$ cat config.mk
export PLATFORM = sky130hd
export DESIGN_NAME = keyed_record_table_core_flat
export DESIGN_NICKNAME = d
export VERILOG_FILES = /design/src/krt_pkg.sv /design/src/krt_if.sv /design/src/krt_front.sv /design/src/krt_back.sv /design/src/keyed_record_table_core.sv /design/src/flat_wrapper.sv
export VERILOG_INCLUDE_DIRS = /design/src /design/src/src
export SDC_FILE = /design/constraint.sdc
export NUM_CORES = 2
export LEC_CHECK = 0
export BUFFER_PORTS_ARGS = -buffer_cell sky130_fd_sc_hd__buf_2
export CAP_MARGIN = 20
export CORE_AREA = 2 2 692 694
export DETAILED_ROUTE_END_ITERATION = 12
export DIE_AREA = 0 0 694 696
export GPL_TIMING_DRIVEN = 0
export PLACE_DENSITY = 0.53
export SLEW_MARGIN = 20
export SYNTH_ARGS = -nofsm -noshare
export SYNTH_HDL_FRONTEND = slang
export SYNTH_SLANG_ARGS = --single-unit
$ cat constraint.sdc
create_clock -name clk -period 23.3 [get_ports clk]
set_input_delay 2.33 -clock clk [delete_from_list [all_inputs] [get_ports clk]]
set_output_delay 2.33 -clock clk [all_outputs]
set_load 0.1 [all_outputs]
$ cat src/keyed_record_table_core_defines.svh
// Assertion macros used by the table core back end (krt_back).
// Each macro expects clk and rst_n in the enclosing module.
`ifndef KEYED_RECORD_TABLE_CORE_DEFINES_SVH
`define KEYED_RECORD_TABLE_CORE_DEFINES_SVH

`ifndef NO_ASSERTIONS

// same-cycle implication
`define KRT_ASSERT_IMP(name, ante, cons) \
  name: assert property (@(posedge clk) disable iff (!rst_n) (ante) |-> (cons)) \
    else $error("krt assertion failed");

// next-cycle implication
`define KRT_ASSERT_NXT(name, ante, cons) \
  name: assert property (@(posedge clk) disable iff (!rst_n) (ante) |=> (cons)) \
    else $error("krt assertion failed");

`else

`define KRT_ASSERT_IMP(name, ante, cons)
`define KRT_ASSERT_NXT(name, ante, cons)

`endif

`endif

$ cat src/krt_pkg.sv
`default_nettype none

package krt_pkg;

  // field widths, fixed by the record format
  localparam int ACTION_W = 2;
  localparam int KEY_W    = 40;
  localparam int NAMEW_W  = 64;
  localparam int NAMEL_W  = 24;
  localparam int SECRET_W = 32;
  localparam int STATUS_W = 3;
  localparam int SLOT_W   = 4;
  localparam int UCNT_W   = 5;

  // default table depth
  localparam int SLOT_COUNT_DEF = 16;

  // front-to-back command queue
  localparam int QDEPTH = 2;
  localparam int QPTR_W = $clog2(QDEPTH);
  localparam int QCNT_W = $clog2(QDEPTH + 1);

  // action codes on the input beat
  localparam logic [ACTION_W-1:0] ACT_ADD  = 2'd0;
  localparam logic [ACTION_W-1:0] ACT_DEL  = 2'd1;
  localparam logic [ACTION_W-1:0] ACT_LOOK = 2'd2;
  localparam logic [ACTION_W-1:0] ACT_LIST = 2'd3;

  // decoded operation, one-hot
  typedef enum logic [3:0] {
    OP_ADD  = 4'b0001,
    OP_DEL  = 4'b0010,
    OP_LOOK = 4'b0100,
    OP_LIST = 4'b1000
  } op_t;

  // result status codes
  typedef enum logic [STATUS_W-1:0] {
    ST_ADDED     = 3'd0,
    ST_UPDATED   = 3'd1,
    ST_FULL      = 3'd2,
    ST_DELETED   = 3'd3,
    ST_NOT_FOUND = 3'd4,
    ST_FOUND     = 3'd5,
    ST_LIST      = 3'd6
  } status_t;

  // one stored record
  typedef struct packed {
    logic [KEY_W-1:0]    key;
    logic [NAMEW_W-1:0]  name_high;
    logic [NAMEW_W-1:0]  name_middle;
    logic [NAMEL_W-1:0]  name_low;
    logic [SECRET_W-1:0] secret;
  } rec_t;

  // classified command handed from front to back
  typedef struct packed {
    op_t  op;
    rec_t rec;
  } cmd_t;

endpackage

`default_nettype wire

$ cat src/krt_if.sv
`default_nettype none

// request channel
interface krt_in_if;
  import krt_pkg::*;
  logic                valid;
  logic                ready;
  logic [ACTION_W-1:0] action;
  logic [KEY_W-1:0]    key;
  logic [NAMEW_W-1:0]  name_high;
  logic [NAMEW_W-1:0]  name_middle;
  logic [NAMEL_W-1:0]  name_low;
  logic [SECRET_W-1:0] secret;

  modport source (
    output valid, action, key, name_high, name_middle, name_low, secret,
    input  ready
  );
  modport sink (
    input  valid, action, key, name_high, name_middle, name_low, secret,
    output ready
  );
endinterface

// result channel
interface krt_out_if;
  import krt_pkg::*;
  logic                valid;
  logic                ready;
  logic [STATUS_W-1:0] status;
  logic                found;
  logic [SLOT_W-1:0]   slot;
  logic [UCNT_W-1:0]   user_count;
  logic [KEY_W-1:0]    out_key;
  logic [NAMEW_W-1:0]  out_name_high;
  logic [NAMEW_W-1:0]  out_name_middle;
  logic [NAMEL_W-1:0]  out_name_low;
  logic [SECRET_W-1:0] out_secret;
  logic                last;

  modport source (
    output valid, status, found, slot, user_count, out_key, out_name_high,
           out_name_middle, out_name_low, out_secret, last,
    input  ready
  );
  modport sink (
    input  valid, status, found, slot, user_count, out_key, out_name_high,
           out_name_middle, out_name_low, out_secret, last,
    output ready
  );
endinterface

`default_nettype wire

$ cat src/krt_front.sv
`default_nettype none

module krt_front (
  input  wire logic          clk,
  input  wire logic          rst_n,
  krt_in_if.sink             in_ch,
  output logic               q_vld,
  output krt_pkg::cmd_t      q_cmd,
  input  wire logic          q_pop
);
  import krt_pkg::*;

  cmd_t              q_mem_r [QDEPTH];
  logic [QPTR_W-1:0] wptr_r;
  logic [QPTR_W-1:0] rptr_r;
  logic [QCNT_W-1:0] cnt_r;
  cmd_t              cmd_in;
  logic              push;
  logic              pop;

  // classify the incoming beat
  always_comb begin
    cmd_in.rec.key         = in_ch.key;
    cmd_in.rec.name_high   = in_ch.name_high;
    cmd_in.rec.name_middle = in_ch.name_middle;
    cmd_in.rec.name_low    = in_ch.name_low;
    cmd_in.rec.secret      = in_ch.secret;
    unique case (in_ch.action)
      ACT_ADD:  cmd_in.op = OP_ADD;
      ACT_DEL:  cmd_in.op = OP_DEL;
      ACT_LOOK: cmd_in.op = OP_LOOK;
      ACT_LIST: cmd_in.op = OP_LIST;
      default:  cmd_in.op = OP_LIST;
    endcase
  end

  // queue handshake
  assign in_ch.ready = (cnt_r != QCNT_W'(QDEPTH));
  assign push        = in_ch.valid && in_ch.ready;
  assign q_vld       = (cnt_r != '0);
  assign pop         = q_pop && q_vld;
  assign q_cmd       = q_mem_r[rptr_r];

  // pointers and fill level
  always_ff @(posedge clk) begin
    if (!rst_n) begin
      wptr_r <= '0;
      rptr_r <= '0;
      cnt_r  <= '0;
    end else begin
      if (push) wptr_r <= wptr_r + QPTR_W'(1);
      if (pop)  rptr_r <= rptr_r + QPTR_W'(1);
      if (push && !pop)      cnt_r <= cnt_r + QCNT_W'(1);
      else if (pop && !push) cnt_r <= cnt_r - QCNT_W'(1);
    end
  end

  // queue storage
  always_ff @(posedge clk) begin
    if (push) q_mem_r[wptr_r] <= cmd_in;
  end

endmodule

`default_nettype wire

$ cat src/krt_back.sv
`default_nettype none
`include "keyed_record_table_core_defines.svh"

module krt_back #(
  parameter int SLOT_COUNT = krt_pkg::SLOT_COUNT_DEF
) (
  input  wire logic          clk,
  input  wire logic          rst_n,
  input  wire logic          q_vld,
  input  wire krt_pkg::cmd_t q_cmd,
  output logic               q_pop,
  krt_out_if.source          out_ch
);
  import krt_pkg::*;

  localparam int IDX_W  = (SLOT_COUNT > 1) ? $clog2(SLOT_COUNT) : 1;
  localparam int SCAN_W = $clog2(SLOT_COUNT + 1);
  localparam int CNT_W  = SCAN_W;
  localparam logic [SCAN_W-1:0] SCAN_END = SCAN_W'(SLOT_COUNT);

  typedef enum logic [2:0] {
    S_IDLE = 3'b001,
    S_SCAN = 3'b010,
    S_FIN  = 3'b100
  } state_t;

  state_t            state_r, state_nxt;
  cmd_t              cmd_r;
  logic [SCAN_W-1:0] idx_r;
  logic              p_vld_r;
  logic [IDX_W-1:0]  p_idx_r;
  rec_t              rd_data_r;
  rec_t              slot_mem [SLOT_COUNT];
  logic [SLOT_COUNT-1:0] valid_r;
  logic [CNT_W-1:0]  count_r;
  logic              hit_r, free_r, listed_r;
  logic [IDX_W-1:0]  hit_idx_r, free_idx_r;
  rec_t              hit_rec_r;

  // output register
  logic              o_vld_r;
  status_t           o_status_r;
  logic              o_found_r;
  logic [SLOT_W-1:0] o_slot_r;
  logic [UCNT_W-1:0] o_count_r;
  rec_t              o_rec_r;
  logic              o_last_r;

  logic              out_space, slot_ok, key_eq, is_list;
  logic              list_hold, adv, issue, eval, list_emit, more_valid;
  logic              fin_go, fin_emit;
  status_t           fin_status;
  logic              fin_found;
  logic [IDX_W-1:0]  fin_slot;
  rec_t              fin_rec;
  logic              wr_en, set_valid, clr_valid;
  logic [IDX_W-1:0]  wr_idx;
  logic [CNT_W-1:0]  count_nxt;

  // scan pipeline control
  assign out_space = !o_vld_r || out_ch.ready;
  assign slot_ok   = valid_r[p_idx_r];
  assign key_eq    = (rd_data_r.key == cmd_r.rec.key);
  assign is_list   = (cmd_r.op == OP_LIST);
  assign list_hold = (state_r == S_SCAN) && p_vld_r && is_list && slot_ok && !out_space;
  assign adv       = (state_r == S_SCAN) && !list_hold;
  assign issue     = adv && (idx_r != SCAN_END);
  assign eval      = adv && p_vld_r;
  assign list_emit = eval && is_list && slot_ok;
  assign fin_go    = (state_r == S_FIN) && (out_space || (is_list && listed_r));
  assign fin_emit  = fin_go && !(is_list && listed_r);
  assign q_pop     = (state_r == S_IDLE) && q_vld;

  // any valid slot above the one being listed
  always_comb begin
    more_valid = 1'b0;
    for (int j = 0; j < SLOT_COUNT; j++) begin
      if (valid_r[j] && (j > int'(p_idx_r))) more_valid = 1'b1;
    end
  end

  // final result and table update per operation
  always_comb begin
    fin_status = ST_NOT_FOUND;
    fin_found  = 1'b0;
    fin_slot   = '0;
    fin_rec    = '0;
    wr_en      = 1'b0;
    set_valid  = 1'b0;
    clr_valid  = 1'b0;
    wr_idx     = hit_idx_r;
    count_nxt  = count_r;
    unique case (cmd_r.op)
      OP_ADD: begin
        if (hit_r) begin
          fin_status = ST_UPDATED;
          fin_found  = 1'b1;
          fin_slot   = hit_idx_r;
          fin_rec    = cmd_r.rec;
          wr_en      = 1'b1;
        end else if (free_r) begin
          fin_status = ST_ADDED;
          fin_found  = 1'b1;
          fin_slot   = free_idx_r;
          fin_rec    = cmd_r.rec;
          wr_en      = 1'b1;
          set_valid  = 1'b1;
          wr_idx     = free_idx_r;
          count_nxt  = count_r + CNT_W'(1);
        end else begin
          fin_status = ST_FULL;
        end
      end
      OP_DEL: begin
        if (hit_r) begin
          fin_status = ST_DELETED;
          fin_slot   = hit_idx_r;
          clr_valid  = 1'b1;
          count_nxt  = count_r - CNT_W'(1);
        end
      end
      OP_LOOK: begin
        if (hit_r) begin
          fin_status = ST_FOUND;
          fin_found  = 1'b1;
          fin_slot   = hit_idx_r;
          fin_rec    = hit_rec_r;
        end
      end
      OP_LIST: fin_status = ST_NOT_FOUND;
      default: fin_status = ST_NOT_FOUND;
    endcase
  end

  // sequencer
  always_comb begin
    state_nxt = state_r;
    unique case (state_r)
      S_IDLE:  if (q_vld) state_nxt = S_SCAN;
      S_SCAN:  if ((idx_r == SCAN_END) && !p_vld_r) state_nxt = S_FIN;
      S_FIN:   if (fin_go) state_nxt = S_IDLE;
      default: state_nxt = S_IDLE;
    endcase
  end

  // control state
  always_ff @(posedge clk) begin
    if (!rst_n) begin
      state_r    <= S_IDLE;
      valid_r    <= '0;
      count_r    <= '0;
      o_vld_r    <= 1'b0;
      p_vld_r    <= 1'b0;
      idx_r      <= '0;
      p_idx_r    <= '0;
      hit_r      <= 1'b0;
      free_r     <= 1'b0;
      listed_r   <= 1'b0;
      hit_idx_r  <= '0;
      free_idx_r <= '0;
    end else begin
      state_r <= state_nxt;
      o_vld_r <= (o_vld_r && !out_ch.ready) || list_emit || fin_emit;
      if (q_pop) begin
        idx_r    <= '0;
        p_vld_r  <= 1'b0;
        hit_r    <= 1'b0;
        free_r   <= 1'b0;
        listed_r <= 1'b0;
      end
      if (adv) p_vld_r <= issue;
      if (issue) begin
        p_idx_r <= idx_r[IDX_W-1:0];
        idx_r   <= idx_r + SCAN_W'(1);
      end
      if (eval) begin
        if (slot_ok && key_eq && !hit_r) begin
          hit_r     <= 1'b1;
          hit_idx_r <= p_idx_r;
        end
        if (!slot_ok && !free_r) begin
          free_r     <= 1'b1;
          free_idx_r <= p_idx_r;
        end
        if (list_emit) listed_r <= 1'b1;
      end
      if (fin_go) begin
        count_r <= count_nxt;
        if (set_valid) valid_r[wr_idx] <= 1'b1;
        if (clr_valid) valid_r[wr_idx] <= 1'b0;
      end
    end
  end

  // payload registers
  always_ff @(posedge clk) begin
    if (q_pop) cmd_r <= q_cmd;
    if (eval && slot_ok && key_eq && !hit_r) hit_rec_r <= rd_data_r;
    if (list_emit) begin
      o_status_r <= ST_LIST;
      o_found_r  <= 1'b1;
      o_slot_r   <= SLOT_W'(p_idx_r);
      o_count_r  <= UCNT_W'(count_r);
      o_rec_r    <= rd_data_r;
      o_last_r   <= !more_valid;
    end else if (fin_emit) begin
      o_status_r <= fin_status;
      o_found_r  <= fin_found;
      o_slot_r   <= SLOT_W'(fin_slot);
      o_count_r  <= UCNT_W'(count_nxt);
      o_rec_r    <= fin_rec;
      o_last_r   <= 1'b1;
    end
  end

  // record memory: one write port, one registered read port
  always_ff @(posedge clk) begin
    if (fin_go && wr_en) slot_mem[wr_idx] <= cmd_r.rec;
    if (issue) rd_data_r <= slot_mem[idx_r[IDX_W-1:0]];
  end

  // result channel
  assign out_ch.valid           = o_vld_r;
  assign out_ch.status          = o_status_r;
  assign out_ch.found           = o_found_r;
  assign out_ch.slot            = o_slot_r;
  assign out_ch.user_count      = o_count_r;
  assign out_ch.out_key         = o_rec_r.key;
  assign out_ch.out_name_high   = o_rec_r.name_high;
  assign out_ch.out_name_middle = o_rec_r.name_middle;
  assign out_ch.out_name_low    = o_rec_r.name_low;
  assign out_ch.out_secret      = o_rec_r.secret;
  assign out_ch.last            = o_last_r;

  // checks
  `KRT_ASSERT_IMP(a_count_matches_valid, 1'b1, count_r == CNT_W'($countones(valid_r)))
  `KRT_ASSERT_IMP(a_hit_slot_valid, hit_r && (state_r != S_IDLE), valid_r[hit_idx_r])
  `KRT_ASSERT_IMP(a_free_slot_empty, free_r && (state_r != S_IDLE), !valid_r[free_idx_r])
  `KRT_ASSERT_NXT(a_fin_returns_idle, fin_go, state_r == S_IDLE)

endmodule

`default_nettype wire

$ cat src/keyed_record_table_core.sv
// Add, delete and lookup results are emitted after the scan of the whole record memory;
//   list entries are emitted as the scan reaches each valid slot.
// The scan reads the record memory one slot per cycle, except while a list entry waits
//   for the sink to take the pending result beat. A two-entry queue takes requests
//   during a scan; the next request starts only once the current one is finished.
// Reset: synchronous, active low; the table comes up empty with a zero count.
`default_nettype none

module keyed_record_table_core #(
  parameter int SLOT_COUNT = krt_pkg::SLOT_COUNT_DEF
) (
  input  wire logic clk,
  input  wire logic rst_n,
  krt_in_if.sink    in_ch,
  krt_out_if.source out_ch
);
  import krt_pkg::*;

  logic q_vld;
  cmd_t q_cmd;
  logic q_pop;

  // accept and classify requests
  krt_front u_front (
    .clk   (clk),
    .rst_n (rst_n),
    .in_ch (in_ch),
    .q_vld (q_vld),
    .q_cmd (q_cmd),
    .q_pop (q_pop)
  );

  // scan the table and emit results
  krt_back #(
    .SLOT_COUNT (SLOT_COUNT)
  ) u_back (
    .clk    (clk),
    .rst_n  (rst_n),
    .q_vld  (q_vld),
    .q_cmd  (q_cmd),
    .q_pop  (q_pop),
    .out_ch (out_ch)
  );

endmodule

`default_nettype wire
$ cat src/flat_wrapper.sv
// flat-port wrapper written by rule: the top's interface ports become plain ports
module keyed_record_table_core_flat import krt_pkg::*;
#(
  parameter int SLOT_COUNT = krt_pkg::SLOT_COUNT_DEF
)
  (clk, rst_n, in_ch_valid, in_ch_action, in_ch_key, in_ch_name_high, in_ch_name_middle, in_ch_name_low, in_ch_secret, in_ch_ready, out_ch_valid, out_ch_status, out_ch_found, out_ch_slot, out_ch_user_count, out_ch_out_key, out_ch_out_name_high, out_ch_out_name_middle, out_ch_out_name_low, out_ch_out_secret, out_ch_last, out_ch_ready);
  krt_in_if in_ch_i ();
  krt_out_if out_ch_i ();
  input  wire logic clk;
  input  wire logic rst_n;
  input wire logic [$bits(in_ch_i.valid)-1:0] in_ch_valid;
  input wire logic [$bits(in_ch_i.action)-1:0] in_ch_action;
  input wire logic [$bits(in_ch_i.key)-1:0] in_ch_key;
  input wire logic [$bits(in_ch_i.name_high)-1:0] in_ch_name_high;
  input wire logic [$bits(in_ch_i.name_middle)-1:0] in_ch_name_middle;
  input wire logic [$bits(in_ch_i.name_low)-1:0] in_ch_name_low;
  input wire logic [$bits(in_ch_i.secret)-1:0] in_ch_secret;
  output wire logic [$bits(in_ch_i.ready)-1:0] in_ch_ready;
  output wire logic [$bits(out_ch_i.valid)-1:0] out_ch_valid;
  output wire logic [$bits(out_ch_i.status)-1:0] out_ch_status;
  output wire logic [$bits(out_ch_i.found)-1:0] out_ch_found;
  output wire logic [$bits(out_ch_i.slot)-1:0] out_ch_slot;
  output wire logic [$bits(out_ch_i.user_count)-1:0] out_ch_user_count;
  output wire logic [$bits(out_ch_i.out_key)-1:0] out_ch_out_key;
  output wire logic [$bits(out_ch_i.out_name_high)-1:0] out_ch_out_name_high;
  output wire logic [$bits(out_ch_i.out_name_middle)-1:0] out_ch_out_name_middle;
  output wire logic [$bits(out_ch_i.out_name_low)-1:0] out_ch_out_name_low;
  output wire logic [$bits(out_ch_i.out_secret)-1:0] out_ch_out_secret;
  output wire logic [$bits(out_ch_i.last)-1:0] out_ch_last;
  input wire logic [$bits(out_ch_i.ready)-1:0] out_ch_ready;
  assign in_ch_i.valid = in_ch_valid;
  assign in_ch_i.action = in_ch_action;
  assign in_ch_i.key = in_ch_key;
  assign in_ch_i.name_high = in_ch_name_high;
  assign in_ch_i.name_middle = in_ch_name_middle;
  assign in_ch_i.name_low = in_ch_name_low;
  assign in_ch_i.secret = in_ch_secret;
  assign in_ch_ready = in_ch_i.ready;
  assign out_ch_valid = out_ch_i.valid;
  assign out_ch_status = out_ch_i.status;
  assign out_ch_found = out_ch_i.found;
  assign out_ch_slot = out_ch_i.slot;
  assign out_ch_user_count = out_ch_i.user_count;
  assign out_ch_out_key = out_ch_i.out_key;
  assign out_ch_out_name_high = out_ch_i.out_name_high;
  assign out_ch_out_name_middle = out_ch_i.out_name_middle;
  assign out_ch_out_name_low = out_ch_i.out_name_low;
  assign out_ch_out_secret = out_ch_i.out_secret;
  assign out_ch_last = out_ch_i.last;
  assign out_ch_i.ready = out_ch_ready;
  keyed_record_table_core #(.SLOT_COUNT(SLOT_COUNT)) u_core (.clk(clk), .rst_n(rst_n), .in_ch(in_ch_i), .out_ch(out_ch_i));
endmodule
==> key figures <==
Run status
  • Outcome: completed

Placement
  • Gpl congestion: 0.748
  • IO Port Bufs: 469
  • Hpwl dp: 330000 um

Clock network
  • Reg clk slew, reported paths: 0.06 ns
  • CTS root buffer: clkbuf_16
  • Post-CTS sizing: 0
  • Cts bufs inserted: 538
  • Post-CTS Setup Inserts: 0
  • H-tree levels: 6
  • CTS max path bufs: 4
  • Clock Latency Late Sink: 1.08 ns
  • CTS tree: built
  • CTS Hold Bufs: 0
  • Clk sinks: 5004

Timing
  • Fin Setup TNS: 0 ns
  • Max Fclk: 166 MHz
  • Slew headroom: 26.9%
  • Total count of hold-check failures in the final report: 0
  • Tcrit/Tclk final: 25.8%
  • Least-Margin Pin Slew: 1.10 ns
  • Crit path time final: 6.01 ns
  • Fin. max-slew vios: 0
  • Unrepaired setup endpoints after global routing: no
  • Setup-failing EPs final: 0
  • Final Skew: 0.0440 ns

Layout
  • Storage cell area: 150000 um^2
  • Nets: 9177
  • Area grow syn2layout: 19.4%
  • Area taken by multi-input logic gates: 32500 um^2
  • Finished Core Util: 46.3%
  • Fillers: 38900
  • Layout cell share with drive strength beyond 1: 33.3%

Detailed routing
  • Via density per instance: 5.51
  • Detailed Routing Iterations Pass 1: 9
  • DRC Markers: 0
  • Initial drt markers: 9711
  • ANT nets after route: 0
  • Vias post-DR: 86200
  • Detailed Route WL: 502000 um
  • WL per Instance: 32.1 um

Pwr
  • PD cells: 98.7 nW/um^2
  • Static Leak: 70.6 nW
  • Maximum VDD drop: 85.9 uV

Global route
  • Overall Global Routing Usage: 20.5%
  • Pin count of the biggest net entering global routing: 74
  • Initial antenna violation count: 48
  • Vias in the first global route: 90000
  • Global-route wire length before repair: 695000 um
  • Total grt overflow: 0

Die
  • Number of placed I/O pins: 470
  • Rows: 254
  • Core area: 476000 um^2
  • Die width: 694 um
  • Die area: 483000 um^2
  • Die height: 696 um
  • Initial Util: 38.8%

Logic synthesis
  • Synthesized flop and latch total: 5004
  • Syn_nets: 7802
  • Post-synth ARST share: 0%
  • Top_reg_cell synth: edfxtp_1
  • Synth unique cells: 58
  • Largest area contributor in the netlist: edfxtp_1
  • Top post-synthesis cells by area: edfxtp_1, mux4_2, mux2_2
  • Mapped Cells: 7567
  • Number of enable flip-flop cells after synthesis: 4950
  • Synth Area per Inst: 24.4 um^2
  • Post-synthesis sequential area ratio: 81.1%
  • Syn. warnings: 0
  • Cell Area, Synth: 185000 um^2
  • Synth top area share: 80.5%

Worst hold path
  • Worst hold path type: flip-flop to flip-flop

Worst setup path
  • Critical path class: input pin to flip-flop
  • WP data required: 24.05 ns
  • CP Max Fanout: 15
  • Crit path launch type: input pin
  • Worst EP arrival: 6.76 ns
  • Critical Path End Type: flip-flop

Job
  • Number of max-cap violations: 0
## report_power, final
group	internal, mW	switching (mW)
Sequential	11.3	0.975
Combinational	0.460	0.710
Clock	4.79	3.51
Total	16.6	5.20
## layout make-up
| cell class | count | area share [%] |
|---|---|---|
| Antenna cell | 22 | 0.0250 |
| Timing Repair Buffer | 835 | 4.78 |
| Clock buffer | 660 | 6.52 |
| Multi-Input combinational cell | 1935 | 14.8 |
| Clock inverter | 294 | 1.18 |
| Tap cell | 6272 | 3.56 |
| Buffer | 383 | 0.804 |
| Sequential cell | 5004 | 67.9 |
| Inverter | 245 | 0.424 |
## cell families after synthesis
kind of cell	count (synthesis)	synth area share [%]
fa+ha+maj	5	0.0339
flops	5004	81.1
compound gates	337	1.63
xor+xnor	47	0.223
simple gates	182	0.501
mux	1364	15.2
buf+inv	628	1.37
## final timing paths
kind                                                              from                                       to  slack (ns)  cells past startpoint
worst max-delay path                                      out_ch_ready  u_core.u_back.slot_mem[6][86]$_DFFE_PP_       17.29                     14
worst min-delay path            u_core.u_back.rd_data_r[171]$_DFFE_PP_   u_core.u_back.hit_rec_r[171]$_DFFE_PP_        0.43                      0
worst max register to register      u_core.u_back.cmd_r[226]$_DFFE_PP_  u_core.u_back.slot_mem[6][86]$_DFFE_PP_       17.75                     14
worst min register to register  u_core.u_back.rd_data_r[171]$_DFFE_PP_   u_core.u_back.hit_rec_r[171]$_DFFE_PP_        0.43                      0
## metal layers
| metal | GRT usage [%] | share of wire (%) | wire length [um] |
|---|---|---|---|
| met5 | 0 | 0.032 | 162 |
| met4 | 6.65 | 3.3 | 16700 |
| met3 | 4.04 | 6.9 | 34400 |
| met2 | 34.5 | 50 | 250000 |
| met1 | 26.8 | 40 | 200000 |
## stage by stage
step | setup slack (ns) | instances | total power, mW | hold WS [ns] | area, um^2
floorplan | 9.71 | 7567 | 12.7 | 0.427 | 185000
global placement | -6.56 | 14300 | 13.7 | 0.430 | 195000
global route | 17.19 | 15600 | 22.5 | 0.456 | 220000
finish | 17.29 | 15700 | 21.8 | 0.430 | 220000
CTS | 17.24 | 15600 | 22.0 | 0.443 | 220000
detailed placement | 16.10 | 14700 | 13.7 | 0.434 | 203000
## cells in the mapped netlist, types with 18 or more instances
master    count
nor2_1       39
nand2_1      58
mux2_2      230
inv_1       244
a21oi_1      25
xor2_1       31
a31oi_1      19
mux4_2     1122
buf_6        18
clkbuf_1    231
buf_2        27
edfxtp_1   4950
dfxtp_1      54
buf_1       106
o21ai_0      19
a222oi_1    228
## worst max-delay path, stage by stage
cell	delay, ns
buf_2	0.07
nand2b_1	0.21
a21oi_1	0.10
nor3_1	0.73
nand2_1	0.60
clkbuf_2	0.50
nor2_4	0.70
buf_16	0.25
buf_16	0.19
buf_12	0.21
buf_12	0.20
buf_16	0.19
buf_16	0.18
buf_16	0.17
## cells in the final DEF (no fill, tap or decap), types with 19 or more instances in the layout
cell type,instances
clkinv_1,119
inv_6,21
mux4_2,1122
nand2_1,58
mux2_2,230
edfxtp_1,4950
clkbuf_1,288
buf_6,27
bufinv_16,36
a21oi_1,25
xor2_1,31
o21ai_0,19
nor2_4,19
clkbuf_2,55
buf_12,202
buf_1,33
dfxtp_1,54
a222oi_1,228
inv_1,242
clkbuf_16,558
buf_2,555
clkinv_2,84
diode_2,22
a31oi_1,19
nor2_1,21
buf_16,142
## flip-flops by register name (all words and copies together) (netlist names), 5 cells and up
register,flops
u_core.u_back.out_ch.out_key,40
u_core.u_back.hit_rec_r,224
u_core.u_back.out_ch.out_name_low,24
u_core.u_back.out_ch.out_secret,32
u_core.u_back.slot_mem,3584
u_core.u_back.idx_r,5
u_core.u_back.out_ch.out_name_middle,64
u_core.u_front.q_mem_r,456
u_core.u_back.out_ch.out_name_high,64
u_core.u_back.cmd_r,228
u_core.u_back.rd_data_r,224
u_core.u_back.out_ch.user_count,5
u_core.u_back.count_r,5
u_core.u_back.valid_r,16
(Power assumes the default switching activity.)
